File: config.mk
export PLATFORM = sky130hd
export DESIGN_NAME = nap_ctrl
export DESIGN_NICKNAME = d
export VERILOG_FILES = /design/src/hdl/nap_pkg.sv /design/src/hdl/nap_ctrl.sv
export SDC_FILE = /design/constraint.sdc
export NUM_CORES = 1
export LEC_CHECK = 0
export BUFFER_PORTS_ARGS = -buffer_cell sky130_fd_sc_hd__buf_2
export CAP_MARGIN = 20
export CORE_AREA = 2 2 39 41
export DETAILED_ROUTE_END_ITERATION = 10
export DIE_AREA = 0 0 41 43
export GPL_TIMING_DRIVEN = 0
export MAX_ROUTING_LAYER = met4
export PLACE_DENSITY = 0.5
export SLEW_MARGIN = 30
export SYNTH_ARGS = -nofsm -noshare
export SYNTH_HDL_FRONTEND = slang
export SYNTH_SLANG_ARGS = --single-unit
File: constraint.sdc
create_clock -name clk -period 1 [get_ports clk]
set_input_delay 0.1 -clock clk [delete_from_list [all_inputs] [get_ports clk]]
set_output_delay 0.1 -clock clk [all_outputs]
set_load 0.05 [all_outputs]
File: src/hdl/nap_pkg.sv
`timescale 1ns / 1ps
`default_nettype none
// ----------------------------------------------------------------------------
// nap_pkg: shared types and arithmetic for the nested allpass reverb core
// Holds line geometry, register indexes, controller states, command and
// configuration structs, and the fixed-point rounding and saturation helpers.
// ----------------------------------------------------------------------------
package nap_pkg;

	// Delay line depth; a power of two so that the shared index wraps for free
	localparam int LINE_DEPTH = 65536;
	localparam int ADDR_W     = $clog2(LINE_DEPTH);

	localparam int SAMPLE_W = 24;
	localparam int GAIN_W   = 16;
	localparam int DELAY_W  = 16;
	localparam int PROD_W   = SAMPLE_W + GAIN_W + 1;
	localparam int RND_W    = SAMPLE_W + 1;
	localparam int SUM_W    = SAMPLE_W + 2;

	localparam int PADDR_W = 4;
	localparam int PDATA_W = 32;

	// Register indexes (paddr[3:2])
	localparam logic [1:0] REG_OUTER_GAIN  = 2'd0;
	localparam logic [1:0] REG_INNER_GAIN  = 2'd1;
	localparam logic [1:0] REG_OUTER_DELAY = 2'd2;
	localparam logic [1:0] REG_INNER_DELAY = 2'd3;

	localparam logic [GAIN_W-1:0]  RST_OUTER_GAIN  = 16'd42598;
	localparam logic [GAIN_W-1:0]  RST_INNER_GAIN  = 16'd32768;
	localparam logic [DELAY_W-1:0] RST_OUTER_DELAY = 16'd4800;
	localparam logic [DELAY_W-1:0] RST_INNER_DELAY = 16'd8000;

	typedef enum logic [2:0] {
		ST_IDLE,
		ST_MUL_D,
		ST_SUB_V,
		ST_SUB_T,
		ST_MUL_T,
		ST_FIN
	} state_t;

	typedef struct packed {
		logic accept;
		logic mul_d;
		logic sub_v;
		logic sub_t;
		logic mul_t;
		logic fin;
	} cmd_t;

	typedef struct packed {
		logic [GAIN_W-1:0]  outer_gain;
		logic [GAIN_W-1:0]  inner_gain;
		logic [DELAY_W-1:0] outer_delay;
		logic [DELAY_W-1:0] inner_delay;
	} cfg_t;

	// Product / 65536, rounding half up (arithmetic shift of p + 0.5 LSB)
	function automatic logic signed [RND_W-1:0] rnd16(input logic signed [PROD_W-1:0] p);
		logic signed [PROD_W:0] s;
		s = (PROD_W+1)'(p) + (PROD_W+1)'(32768);
		return s[PROD_W-1:16];
	endfunction

	// Clamp to the 24-bit signed range
	function automatic logic signed [SAMPLE_W-1:0] sat24(input logic signed [SUM_W-1:0] a);
		logic signed [SUM_W-1:0] hi;
		logic signed [SUM_W-1:0] lo;
		hi = SUM_W'(8388607);
		lo = -SUM_W'(8388608);
		if (a > hi) begin
			return SAMPLE_W'(hi);
		end else if (a < lo) begin
			return SAMPLE_W'(lo);
		end
		return a[SAMPLE_W-1:0];
	endfunction

endpackage
`default_nettype wire

File: src/hdl/nap_ctrl.sv
`timescale 1ns / 1ps
`default_nettype none
// ----------------------------------------------------------------------------
// nap_ctrl: sequencer for one sample
// Steps the datapath through read, multiply, subtract and write-back, and
// owns both handshakes.
// ----------------------------------------------------------------------------
module nap_ctrl import nap_pkg::*; (
	input  wire logic clk,
	input  wire logic arst_n,
	input  wire logic in_valid,
	output logic      in_ready,
	output logic      out_valid,
	input  wire logic out_ready,
	output cmd_t      cmd
);

	state_t state_q;
	state_t state_nxt;
	logic   out_valid_q;
	logic   out_free;

	assign out_free  = !out_valid_q || out_ready;
	assign out_valid = out_valid_q;

	always_comb begin
		state_nxt = state_q;
		case (state_q)
			ST_IDLE:  if (in_valid) state_nxt = ST_MUL_D;
			ST_MUL_D: state_nxt = ST_SUB_V;
			ST_SUB_V: state_nxt = ST_SUB_T;
			ST_SUB_T: state_nxt = ST_MUL_T;
			ST_MUL_T: state_nxt = ST_FIN;
			ST_FIN:   if (out_free) state_nxt = ST_IDLE;
			default:  state_nxt = ST_IDLE;
		endcase
	end

	always_comb begin
		cmd      = '0;
		in_ready = 1'b0;
		case (state_q)
			ST_IDLE: begin
				in_ready   = 1'b1;
				cmd.accept = in_valid;
			end
			ST_MUL_D: cmd.mul_d = 1'b1;
			ST_SUB_V: cmd.sub_v = 1'b1;
			ST_SUB_T: cmd.sub_t = 1'b1;
			ST_MUL_T: cmd.mul_t = 1'b1;
			ST_FIN:   cmd.fin   = out_free;
			default: ;
		endcase
	end

	always_ff @(posedge clk or negedge arst_n) begin
		if (!arst_n) begin
			state_q     <= ST_IDLE;
			out_valid_q <= 1'b0;
		end else begin
			state_q <= state_nxt;
			if (cmd.fin) begin
				out_valid_q <= 1'b1;
			end else if (out_ready) begin
				out_valid_q <= 1'b0;
			end
		end
	end

endmodule
`default_nettype wire

==> flow_summary.json <==
{
  "status": "finished with violations",
  "violations": "negative setup slack",
  "final_util_pct": 41.0,
  "die_y_um": 43,
  "avgSynthCellArea_um2": 9.38,
  "grt_max_degree": 10,
  "antenna_found_initial": 0,
  "yosysUniqueCellTypes": 18,
  "fmax_mhz": 747,
  "worst_pin_slew_ns": 0.198,
  "rsz0062_at_grt": "true",
  "drt-total-wl_um": 722,
  "synth-seq-cells": 4,
  "grt_usage_pct": 8.96,
  "fin_crit_sh_pct": 134,
  "vias": 269,
  "drc": 0,
  "cp.arrival_ns": 1.24,
  "synth_flop_cell": "dfrtp_1",
  "mostFrequentLayoutCells": "9 x buf_6, 4 x clkbuf_4",
  "dp.cells": 53,
  "holdWs_ns": 0.177,
  "die_w_um": 41,
  "drtPass1Iterations": 2,
  "min_period_ns": 1.34,
  "area_growth_pct": 133,
  "syn_nets": 30,
  "hp-class": "in -> async",
  "cts_sinks": 4,
  "finClkSkew_ns": 0.0131,
  "h-tree-depth": 1,
  "grt_pass1_vias": 248,
  "start_util_pct": 17.6,
  "grt_pass1_wl_mm": 1.00,
  "setup_violations": 10,
  "drtIter0Drc": 1,
  "layout.cells.non_filler": 63,
  "fillers": 143,
  "cts_tree": "done",
  "mostFrequentLayoutCell": "buf_6",
  "clkLatencyLatePin_ns": 0.25,
  "relSlewSlack_pct": 86.8,
  "layout-drive-gt1-share_pct": 83.0,
  "crit_path_end_kind": "output pin",
  "netlist_area_um2": 244,
  "fin_ws_ns": -0.340,
  "seq_area_um2": 101,
  "clk_pin_slew_ns": 0.05,
  "cts_buffers": 3,
  "criticalPathCategory": "reg -> out",
  "wl_per_cell_um": 11.5,
  "ys_warn_count": 0,
  "critPathRequiredTime_ns": 0.90,
  "rows": 14,
  "maxSlewViolCount": 0,
  "multi_input_area_um2": 210,
  "globalplace.congestion": 0.629,
  "start_kind": "flop",
  "vias_per_cell": 4.27,
  "async_reset_ff_share_pct": 100,
  "synth-seq-area-share_pct": 41.0,
  "dieArea_um2": 1760,
  "crit_path_start": "state_q[0]$_DFFE_PN0P_",
  "synth-edff-count": 0,
  "antennaDiodeCount": 0,
  "ant_nets": 0,
  "reg2reg_from": "state_q[2]$_DFFE_PN0P_",
  "io_pins": 12,
  "grt_overflow": 0,
  "synthCells": 26,
  "setup_tns_ns": -2.46,
  "finalHoldViolations": 0,
  "root_buffer": "clkbuf_4",
  "port_buffers": 11,
  "crit_fanout": 9,
  "max_cap_viol_count": 0,
  "finalNetCount": 52,
  "clk_path_buf_depth": 2,
  "r2r_slack_ns": -0.27,
  "core_um2": 1380
}
==> final cells by class <==
| type | instances | share of cell area, % |
|---|---|---|
| inverter | 1 | 1.54 |
| clock buffer | 4 | 4.63 |
| buffer | 3 | 5.95 |
| sequential | 4 | 17.8 |
| timing repair buffer | 17 | 29.5 |
| multi-input combinational | 18 | 37.0 |
| tap | 16 | 3.52 |
==> critical path, cell delays in order, from the launching register on <==
cell	delay [ns]
dfrtp_1	0.36
buf_6	0.15
nor3_4	0.19
and2_4	0.17
buf_8	0.13
==> what timing repair did <==
action	CTS	global route
cloned	0	0
hold endpoints to repair	4	0
resized for setup	16	16
pin swaps	3	2
endpoints found under the setup margin	7	11
hold buffers	1	0
buffers inserted	3	2
==> cells in the mapped netlist, types with 2 or more instances <==
cell | instances | share of area [%]
nor3_1 | 2 | 4.1
nand2_1 | 3 | 4.6
nor2_1 | 2 | 3.1
dfrtp_1 | 4 | 41
nor3b_1 | 2 | 6.2
==> kinds of logic after synthesis <==
kind of cell    synth area share (%)
simple gates                    36.9
flops                           41.0
buf+inv                         11.3
xor+xnor                        3.59
compound gates                  7.18
==> flip-flops by register name, summed over array words and instances (netlist names) <==
register,flops
state_q,3
out_valid,1
==> final timing paths <==
kind,endpoint,depth (start not counted)
max,cmd[5],4
min,out_valid$_DFFE_PN0P_,2
max reg2reg,state_q[0]$_DFFE_PN0P_,6
min reg2reg,out_valid$_DFFE_PN0P_,2
max in group asynchronous,state_q[0]$_DFFE_PN0P_,2
min in group clk,out_valid$_DFFE_PN0P_,3
==> through the flow <==
stage	cell area [µm²]	worst slack (ns)
floorplan	299	-0.468
global placement	374	-0.231
detailed placement	374	-0.232
CTS	485	-0.340
global route	568	-0.394
finish	568	-0.340
==> per-layer routing <==
| metal | part of all wire [%] | global-route usage (%) | vias up |
|---|---|---|---|
| li1 | - | - | 128 |
| met1 | 35 | 10.3 | 126 |
| met2 | 55 | 11.6 | 12 |
| met3 | 8.0 | 4.71 | 3 |
| met4 | 1.9 | 6.00 | 0 |
| met5 | 0 | - | - |
Power is not shown: default switching activity piles up to over one toggle a cycle in this logic, so the estimate is an artifact.
