## src/hdl/nap_pkg.sv

```systemverilog
`timescale 1ns / 1ps
`default_nettype none
// ----------------------------------------------------------------------------
// nap_pkg: shared types and arithmetic for the nested allpass reverb core
// Holds line geometry, register indexes, controller states, command and
// configuration structs, and the fixed-point rounding and saturation helpers.
// ----------------------------------------------------------------------------
package nap_pkg;

	// Delay line depth; a power of two so that the shared index wraps for free
	localparam int LINE_DEPTH = 65536;
	localparam int ADDR_W     = $clog2(LINE_DEPTH);

	localparam int SAMPLE_W = 24;
	localparam int GAIN_W   = 16;
	localparam int DELAY_W  = 16;
	localparam int PROD_W   = SAMPLE_W + GAIN_W + 1;
	localparam int RND_W    = SAMPLE_W + 1;
	localparam int SUM_W    = SAMPLE_W + 2;

	localparam int PADDR_W = 4;
	localparam int PDATA_W = 32;

	// Register indexes (paddr[3:2])
	localparam logic [1:0] REG_OUTER_GAIN  = 2'd0;
	localparam logic [1:0] REG_INNER_GAIN  = 2'd1;
	localparam logic [1:0] REG_OUTER_DELAY = 2'd2;
	localparam logic [1:0] REG_INNER_DELAY = 2'd3;

	localparam logic [GAIN_W-1:0]  RST_OUTER_GAIN  = 16'd42598;
	localparam logic [GAIN_W-1:0]  RST_INNER_GAIN  = 16'd32768;
	localparam logic [DELAY_W-1:0] RST_OUTER_DELAY = 16'd4800;
	localparam logic [DELAY_W-1:0] RST_INNER_DELAY = 16'd8000;

	typedef enum logic [2:0] {
		ST_IDLE,
		ST_MUL_D,
		ST_SUB_V,
		ST_SUB_T,
		ST_MUL_T,
		ST_FIN
	} state_t;

	typedef struct packed {
		logic accept;
		logic mul_d;
		logic sub_v;
		logic sub_t;
		logic mul_t;
		logic fin;
	} cmd_t;

	typedef struct packed {
		logic [GAIN_W-1:0]  outer_gain;
		logic [GAIN_W-1:0]  inner_gain;
		logic [DELAY_W-1:0] outer_delay;
		logic [DELAY_W-1:0] inner_delay;
	} cfg_t;

	// Product / 65536, rounding half up (arithmetic shift of p + 0.5 LSB)
	function automatic logic signed [RND_W-1:0] rnd16(input logic signed [PROD_W-1:0] p);
		logic signed [PROD_W:0] s;
		s = (PROD_W+1)'(p) + (PROD_W+1)'(32768);
		return s[PROD_W-1:16];
	endfunction

	// Clamp to the 24-bit signed range
	function automatic logic signed [SAMPLE_W-1:0] sat24(input logic signed [SUM_W-1:0] a);
		logic signed [SUM_W-1:0] hi;
		logic signed [SUM_W-1:0] lo;
		hi = SUM_W'(8388607);
		lo = -SUM_W'(8388608);
		if (a > hi) begin
			return SAMPLE_W'(hi);
		end else if (a < lo) begin
			return SAMPLE_W'(lo);
		end
		return a[SAMPLE_W-1:0];
	endfunction

endpackage
`default_nettype wire

```

## src/hdl/nap_regs.sv

```systemverilog
`timescale 1ns / 1ps
`default_nettype none
// ----------------------------------------------------------------------------
// nap_regs: APB-style configuration registers
// Four 16-bit registers at word addresses; zero-wait writes and reads.
// ----------------------------------------------------------------------------
module nap_regs import nap_pkg::*; (
	input  wire logic               clk,
	input  wire logic               arst_n,
	input  wire logic               psel,
	input  wire logic               penable,
	input  wire logic               pwrite,
	input  wire logic [PADDR_W-1:0] paddr,
	input  wire logic [PDATA_W-1:0] pwdata,
	output logic      [PDATA_W-1:0] prdata,
	output logic                    pready,
	output cfg_t                    cfg
);

	cfg_t       cfg_q;
	logic       wr_en;
	logic [1:0] idx;

	assign pready = 1'b1;
	assign wr_en  = psel && penable && pwrite;
	assign idx    = paddr[3:2];
	assign cfg    = cfg_q;

	always_ff @(posedge clk or negedge arst_n) begin
		if (!arst_n) begin
			cfg_q.outer_gain  <= RST_OUTER_GAIN;
			cfg_q.inner_gain  <= RST_INNER_GAIN;
			cfg_q.outer_delay <= RST_OUTER_DELAY;
			cfg_q.inner_delay <= RST_INNER_DELAY;
		end else if (wr_en) begin
			case (idx)
				REG_OUTER_GAIN:  cfg_q.outer_gain  <= pwdata[GAIN_W-1:0];
				REG_INNER_GAIN:  cfg_q.inner_gain  <= pwdata[GAIN_W-1:0];
				REG_OUTER_DELAY: cfg_q.outer_delay <= pwdata[DELAY_W-1:0];
				REG_INNER_DELAY: cfg_q.inner_delay <= pwdata[DELAY_W-1:0];
				default: ;
			endcase
		end
	end

	always_comb begin
		case (idx)
			REG_OUTER_GAIN:  prdata = PDATA_W'(cfg_q.outer_gain);
			REG_INNER_GAIN:  prdata = PDATA_W'(cfg_q.inner_gain);
			REG_OUTER_DELAY: prdata = PDATA_W'(cfg_q.outer_delay);
			REG_INNER_DELAY: prdata = PDATA_W'(cfg_q.inner_delay);
			default:         prdata = '0;
		endcase
	end

endmodule
`default_nettype wire

```

## config.mk

```make
export PLATFORM = sky130hd
export DESIGN_NAME = nap_regs
export DESIGN_NICKNAME = d
export VERILOG_FILES = /design/src/hdl/nap_pkg.sv /design/src/hdl/nap_regs.sv
export SDC_FILE = /design/constraint.sdc
export NUM_CORES = 1
export LEC_CHECK = 0
export BUFFER_PORTS_ARGS = -buffer_cell sky130_fd_sc_hd__buf_2
export CORE_MARGIN = 2
export CORE_UTILIZATION = 42
export CTS_CLUSTER_DIAMETER = 30
export CTS_CLUSTER_SIZE = 28
export DETAILED_ROUTE_END_ITERATION = 10
export PLACE_DENSITY = 0.86
export REMOVE_ABC_BUFFERS = 1
export SYNTH_ARGS = -nofsm -noshare
export SYNTH_HDL_FRONTEND = slang
export SYNTH_SLANG_ARGS = --single-unit
```

## constraint.sdc

```tcl
create_clock -name clk -period 1.2 [get_ports clk]
set_input_delay 0.12 -clock clk [delete_from_list [all_inputs] [get_ports clk]]
set_output_delay 0.12 -clock clk [all_outputs]
set_load 0.05 [all_outputs]
```

==> results of run 1 <==
## cell families (layout without fill, tap and decap cells)
kind of cell	after synthesis	after routing	synth area share
mux	80	80	0.375
other cells	2	17	0.00248
buf+inv	28	178	0.0723
flops	64	64	0.537
simple gates	6	6	0.0132
## power by group through the flow
stage	Clock [uW]	Combinational [uW]	Sequential [uW]
floorplan	0	1440	4930
global placement	0	4490	3090
detailed placement	0	4540	3120
CTS	1910	5200	3110
global route	1990	5660	3190
finish	1860	5450	3140
## routing by layer
layer  up-vias  wire length, um  part of all wire
met3        14              460             0.061
met1      1072             3220              0.43
met2        93             3770              0.50
met4         0              114             0.015
li1        946                -                 -
met5         -                0                 0
## path summary, 6_finish.rpt
kind | start | endpoint | slack, ps | cells after the start
setup / recovery | cfg[2]$_DFFE_PN0P_ | prdata[2] | -310 | 2
hold / removal | pwdata[6] | cfg[38]$_DFFE_PN0P_ | 60 | 2
setup reg to reg | cfg[44]$_DFFE_PN0P_ | cfg[44]$_DFFE_PN0P_ | 170 | 3
hold reg to reg | cfg[59]$_DFFE_PN0P_ | cfg[59]$_DFFE_PN0P_ | 540 | 1
max in group asynchronous | arst_n | cfg[47]$_DFFE_PN1P_ | 530 | 3
min in group asynchronous | arst_n | cfg[56]$_DFFE_PN0P_ | 330 | 3
## layout make-up
cell class / instances / area share
sequential: 64 / 0.358
inverter: 1 / 0.000826
clock inverter: 3 / 0.00881
tap: 96 / 0.0264
timing repair buffer: 161 / 0.301
multi-input combinational: 103 / 0.270
clock buffer: 13 / 0.0350
## timing repair
item                                    CTS  global route
hold endpoints to repair                 45             0
endpoints found under the setup margin   37            51
setup buffers                            12             6
resized for setup                        84            62
hold buffers                              1             0
## stage by stage
| step | hold slack (ps) | setup TNS (ps) | util | total power [uW] |
|---|---|---|---|---|
| 4_1_cts | 40.2 | -4940 | 0.641 | 10200 |
| 2_1_floorplan | -176 | -7730 | - | 6380 |
| 3_5_place_dp | 160 | -8480 | 0.564 | 7670 |
| 6_report | 59.9 | -4860 | 0.662 | 10400 |
| 5_1_grt | 52.5 | -5660 | 0.662 | 10800 |
| 3_3_place_gp | 155 | -8620 | 0.564 | 7580 |
## worst max-delay path: cells and delay by family (launching register included)
family | cells | cell delay (ps)
flip-flops | 1 | 400
buffers and inverters | 1 | 170
multiplexers | 1 | 490
## synthesized netlist by cell type, types with 2 or more instances
cell	number
mux2_4	10
mux2_2	54
mux4_2	11
buf_4	19
conb_1	2
mux4_1	5
dfrtp_1	45
buf_6	3
buf_2	3
dfstp_2	19
==> flow_summary.ini, run 1 <==
[cts]
clockBufferDepth = 2
cts_buffers = 9
cts_tree = yes
clock-root-buffer = clkbuf_8
clk_pin_slew_worst_paths_ps = 70
clkSinkCount = 64
htreeDepth = 3
insertion_delay_ps = 320

[placement]
place_ws_ps = -180
post_dp_cell_area_mm2 = 0.00387
placed_cells = 408
io_buffers = 102
place_hpwl_mm = 5.09
gp_congestion = 0.682

[sta]
fin_ws_ps = -305
layout_min_cycle_time_ps = 1510
rsz0062_at_grt = true
skew_ps = 0
final_hold_viol_count = 0
fmax_mhz = 664
slew_viol_final = 0
setup-violations-final = 21
period_share = 1.25

[die]
die-width_um = 88.9
core_mm2 = 0.00687
fp.dieH_um = 88.9
die-area_mm2 = 0.00791
pin_count = 138
num_rows = 30
initial_core_util = 0.441

[synthesis]
synthCells = 180
synth_edf_count = 0
ys_async_sr_fraction = 1.00
ys_ff_latch = 64
synth_top_area_share = 0.372
ys.warnings.count = 0
synth_area_mm2 = 0.00303
synth_area_leaders = dfrtp_1 37%, mux2_2 20%, dfstp_2 16%, mux4_2 8.2%, mux2_4 5.0%
synth.distinct_cells = 19
ys.flop_type = dfrtp_1
yosysTopAreaCell = dfrtp_1
ys_seq_area_frac = 0.537
syn_area_per_cell_um2 = 16.8

[final_layout]
drive_gt1_frac = 0.800
multi_input_area_mm2 = 0.00123
regArea_mm2 = 0.00163
n_fill_cell = 507
syn2layout_area_growth_pct = 50.1
n_antenna_cell = 0
largest_reg_flops = 64
instances_no_fill = 441
design_area_mm2 = 0.00455
final_common_cell = buf_4
nets = 381
final_cell_mix = 78 x buf_4, 54 x mux2_2, 45 x dfrtp_1

[outcome]
violations = negative setup slack
status = finished with violations

[global_route]
antenna_found_initial = 0
grt_util_met3 = 0.0434
grt_pass1_vias = 2265
overflow = 0
grt_max_degree = 65
grt_pass1_wl_mm = 11.4
top_usage_layer = met2
grtUsageMet2 = 0.321
grt_usage = 0.197
use_met1 = 0.261

[routing]
wl_per_cell_um = 17.1
drc_errors = 0
antenna_left = 0
vias_per_cell = 4.82
routed_wirelength_mm = 7.56
drt_first_pass_iters = 4
drt_iter0_drc = 53
dr_total_vias = 2125

[power_and_ir_drop]
pwr-share-seq = 0.300
power.density_mw_per_mm2 = 2300
p_sw_uw = 4450
ir_drop_mv = 1.33
power.leakage_uw = 0.00220
p_clk_frac = 0.178
swShare = 0.426
p_int_uw = 6000
p_comb_frac = 0.522

[job]
max_cap_violations = 0

[critical_path]
crit_path_max_incr_delay_ps = 490
required_ps = 1080
crit_chain = mux4_2 > buf_6
cp-end-kind = primary output
cp.arrival_ps = 1390
crit_fanout = 3
startpoint_type = flip-flop
crit_type = flip-flop to primary output
slowest_stage = mux4_2

[hold_path]
hp-class = input port to flip-flop
Note: power is estimated with default switching activity, not from simulation.
==> run 2: changes to the inputs <==
--- a/config.mk
+++ b/config.mk
@@ -11,7 +11,7 @@
 export CTS_CLUSTER_DIAMETER = 30
 export CTS_CLUSTER_SIZE = 28
 export DETAILED_ROUTE_END_ITERATION = 10
-export PLACE_DENSITY = 0.86
+export PLACE_DENSITY = 0.81
 export REMOVE_ABC_BUFFERS = 1
 export SYNTH_ARGS = -nofsm -noshare
 export SYNTH_HDL_FRONTEND = slang
==> flow_summary.ini, run 2 (synthesis results as in run 1) <==
[global_route]
antenna_found_initial = 0
grt_max_degree = 65
overflow = 0
grt_pass1_vias = 2191
grt_pass1_wl_mm = 11.4
grt_usage = 0.198

[routing]
drt_iter0_drc = 78
dr_total_vias = 2074
vias_per_cell = 4.78
drt_first_pass_iters = 4
antenna_left = 0
wl_per_cell_um = 17.6
routed_wirelength_mm = 7.63
drc_errors = 0

[sta]
fmax_mhz = 655
slew_viol_final = 0
period_share = 1.27
skew_ps = 0
setup-violations-final = 18
fin_ws_ps = -328
layout_min_cycle_time_ps = 1530
timing.hold.ws_ps = 49.8
final_hold_viol_count = 0
rsz0062_at_grt = true

[cts]
clockBufferDepth = 2
clock-root-buffer = clkbuf_8
cts_tree = yes
cts_buffers = 9
insertion_delay_ps = 340
htreeDepth = 3
clkSinkCount = 64
clk_pin_slew_worst_paths_ps = 70

[critical_path]
path_depth = 2
regToRegEndpoint = cfg[5]$_DFFE_PN0P_
r2r_cells = 3
rrSetupSlack_ps = 210
startpoint_type = flip-flop
cp.arrival_ps = 1410
critPathCapture = prdata[5]
slowest_stage = mux4_2
required_ps = 1080
worstReg2RegStart = cfg[5]$_DFFE_PN0P_
crit_fanout = 2
crit_chain = mux4_2 > buf_6
crit_path_max_incr_delay_ps = 500
cp-end-kind = primary output
crit_buf_inv = 1
crit_type = flip-flop to primary output
cp-startpoint = cfg[5]$_DFFE_PN0P_
cp_top_family = multiplexers

[final_layout]
multi_input_area_mm2 = 0.00123
largest_reg_flops = 64
n_fill_cell = 537
drive_gt1_frac = 0.796
instances_no_fill = 434
final_cell_mix = 58 x buf_4, 54 x mux2_2, 45 x dfrtp_1
nets = 374
regArea_mm2 = 0.00163
syn2layout_area_growth_pct = 50.2
final_util = 0.662
final_common_cell = buf_4
n_antenna_cell = 0

[die]
pin_count = 138
die-width_um = 88.9
num_rows = 30
fp.dieH_um = 88.9
initial_core_util = 0.441
die-area_mm2 = 0.00791
core_mm2 = 0.00687

[placement]
io_buffers = 102
place_hpwl_mm = 5.21
placed_cells = 405
place_ws_ps = -149
gp_congestion = 0.732

[power_and_ir_drop]
power_uw = 10300
ir_drop_mv = 1.08
power.leakage_uw = 0.00218
power.density_mw_per_mm2 = 2270

[outcome]
violations = negative setup slack
status = finished with violations

[job]
max_cap_violations = 0

[hold_path]
hp-class = input port to flip-flop
[run 2: changes by cell type in the layout (fill, tap and decap cells not counted)]
cell        delta
buf_12         +1
buf_6          +8
clkbuf_4       -1
clkinvlp_4     +1
bufinv_16      -1
buf_8          +5
buf_4         -20
[run 2: final cells by class]
cell class / count / area share
tap: 96 / 0.0264
clock buffer: 13 / 0.0349
multi-input combinational: 103 / 0.270
sequential: 64 / 0.357
clock inverter: 3 / 0.00385
inverter: 1 / 0.000825
timing repair buffer: 154 / 0.307
[run 2: per-stage QoR]
stage	instance area [um2]	TNS, ps
after floorplan	2870	-7730
after global placement	3860	-7670
after detailed placement	3860	-7910
after CTS	4360	-4960
after global routing	4550	-5530
final	4550	-4850
[run 2: worst register-to-register path: cells and delay by family (launching register included)]
family                 cells  cell delay (ps)
buffers and inverters      2              230
DFF                        1              400
muxes                      1              250
[run 2: worst min path at each step]
stage	end	start	slack, ps	cells after the start
floorplan	cfg[0]$_DFFE_PN0P_	arst_n	-180	0
global placement	cfg[55]$_DFFE_PN0P_	arst_n	160	2
detailed placement	cfg[55]$_DFFE_PN0P_	arst_n	160	2
CTS	cfg[43]$_DFFE_PN0P_	pwdata[11]	40	2
global route	cfg[38]$_DFFE_PN0P_	pwdata[6]	50	2
finish	cfg[43]$_DFFE_PN0P_	pwdata[11]	50	2
[run 2: power by group]
part,switching (uW),internal [uW],total [uW]
Combinational,3300,2190,5490
Sequential,385,2780,3160
Clock,800,857,1660
[run 2: timing repair]
item,4_1_cts,5_1_grt
hold buffers,1,0
setup endpoints to repair,41,51
gates resized for setup,88,73
buffers inserted,10,6
endpoints found under the hold margin,45,0
[run 2: per-layer routing]
layer / global-route usage / vias to the layer above / wire length (um)
li1: - / 936 / -
met1: 0.245 / 1048 / 3070
met2: 0.339 / 78 / 4030
met3: 0.0443 / 12 / 414
met4: 0.0744 / 0 / 107
met5: 0 / - / 0
==> run 3: changes to the inputs <==
--- a/config.mk
+++ b/config.mk
@@ -7,11 +7,11 @@
 export LEC_CHECK = 0
 export BUFFER_PORTS_ARGS = -buffer_cell sky130_fd_sc_hd__buf_2
 export CORE_MARGIN = 2
-export CORE_UTILIZATION = 42
+export CORE_UTILIZATION = 30
 export CTS_CLUSTER_DIAMETER = 30
 export CTS_CLUSTER_SIZE = 28
 export DETAILED_ROUTE_END_ITERATION = 10
-export PLACE_DENSITY = 0.81
+export PLACE_DENSITY = 0.62
 export REMOVE_ABC_BUFFERS = 1
 export SYNTH_ARGS = -nofsm -noshare
 export SYNTH_HDL_FRONTEND = slang
==> flow_summary.ini, run 3 (synthesis results as in run 1) <==
[outcome]
status = finished with violations
violations = negative setup slack

[critical_path]
cp.arrival_ps = 1400
worstReg2RegStart = cfg[28]$_DFFE_PN1P_
crit_fanout = 2
crit_type = flip-flop to primary output
required_ps = 1080
r2r_cells = 3
cp-end-kind = primary output
rrSetupSlack_ps = 280
regToRegEndpoint = cfg[28]$_DFFE_PN1P_
startpoint_type = flip-flop

[final_layout]
final_common_cell = buf_4
nets = 380
drive_gt1_frac = 0.805
design_area_mm2 = 0.00470
n_fill_cell = 909
n_antenna_cell = 0
final_cell_mix = 67 x buf_4, 54 x mux2_2, 45 x dfrtp_1
regArea_mm2 = 0.00163
multi_input_area_mm2 = 0.00123
largest_reg_flops = 64
syn2layout_area_growth_pct = 55.2

[power_and_ir_drop]
ir_drop_mv = 0.993
power.density_mw_per_mm2 = 2280
power.leakage_uw = 0.00222

[placement]
gp_congestion = 0.723
place_hpwl_mm = 5.20
io_buffers = 102
post_dp_cell_area_mm2 = 0.00395

[hold_path]
holdPathStages = 2
hold_path_startpoint = pwdata[13]
hp-class = input port to flip-flop
holdPathEnd = cfg[45]$_DFFE_PN0P_

[global_route]
grt_max_degree = 65
antenna_found_initial = 0
grt_pass1_wl_mm = 11.9
grt_usage = 0.142
grt_pass1_vias = 2200
overflow = 0

[die]
die-width_um = 104
fp.dieH_um = 104
die-area_mm2 = 0.0109
initial_core_util = 0.310
pin_count = 138
core_mm2 = 0.00977
num_rows = 36

[sta]
fin_ws_ps = -321
period_share = 1.27
setup_tns_ps = -4920
layout_min_cycle_time_ps = 1520
slew_viol_final = 0
setup-violations-final = 22
final_hold_viol_count = 0
rsz0062_at_grt = true
timing.hold.ws_ps = 54.2
fmax_mhz = 658
skew_ps = 0

[routing]
wl_per_cell_um = 16.3
vias_per_cell = 4.46
routed-wl-met3_um = 434
drt_first_pass_iters = 3
antenna_left = 0
maxUsedRoutingLayer = met4
routed_wirelength_mm = 7.76
drt_iter0_drc = 22
dr_total_vias = 2126
drc_errors = 0
wirelength_met1_mm = 3.51
routed-wl-met2_mm = 3.72

[cts]
cts_buffers = 9
clockBufferDepth = 2
cts_tree = yes
insertion_delay_ps = 340
htreeDepth = 3
clkSinkCount = 64
clock-root-buffer = clkbuf_8
clk_pin_slew_worst_paths_ps = 80

[job]
max_cap_violations = 0
## run 3: cell count changes in the layout (fill, tap and decap cells not counted), moves of 2 or more
cell,before,now
buf_2,38,33
buf_4,58,67
buf_6,32,30
buf_8,20,25
clkbuf_1,2,0
## run 3: stage by stage
stage,utilization,worst slack (ps),std cells,total power [uW]
global placement,0.404,-174,449,7700
CTS,0.462,-352,473,10400
finish,0.481,-321,477,10700
floorplan,-,-292,168,6380
global route,0.481,-364,477,11100
detailed placement,0.404,-188,449,7750
## run 3: per-layer routing
layer	track usage	vias up
met2	0.223	79
li1	-	945
met5	0	-
met1	0.187	1090
met4	0.0569	0
met3	0.0382	12
## run 3: how the worst max path moves through the flow
stage                                    from  slack [ps]    endpoint
final                     cfg[17]$_DFFE_PN0P_        -320   prdata[1]
after global routing       cfg[0]$_DFFE_PN0P_        -360   prdata[0]
after CTS                  cfg[3]$_DFFE_PN0P_        -350   prdata[3]
after detailed placement             paddr[2]        -190  prdata[15]
after global placement               paddr[2]        -170  prdata[14]
after floorplan           cfg[44]$_DFFE_PN0P_        -290  prdata[12]
## run 3: critical path, stage by stage, from the launching register on
cell	delay [ps]
dfrtp_1	390
mux4_2	500
buf_8	170
## run 3: final cells by class
class / instances / share of cell area
flip-flops and latches: 64 / 0.346
clock inverters: 5 / 0.0117
repair buffers: 160 / 0.313
clock buffers: 11 / 0.0322
multi-input cells: 103 / 0.261
well taps: 133 / 0.0354
inverters: 1 / 0.000798
## run 3: report_power, final
part           leakage (uW)  internal [uW]  total, uW  switching [uW]
logic               0.00137           2340       5670            3330
registers          0.000751           2770       3120             343
clock network      0.000101           1070       1920             854
## run 3: what timing repair did
item	in CTS	in global routing
resized for setup	105	69
setup endpoints to repair	43	58
setup buffers	7	10
hold endpoints to repair	45	0
hold buffers	1	0
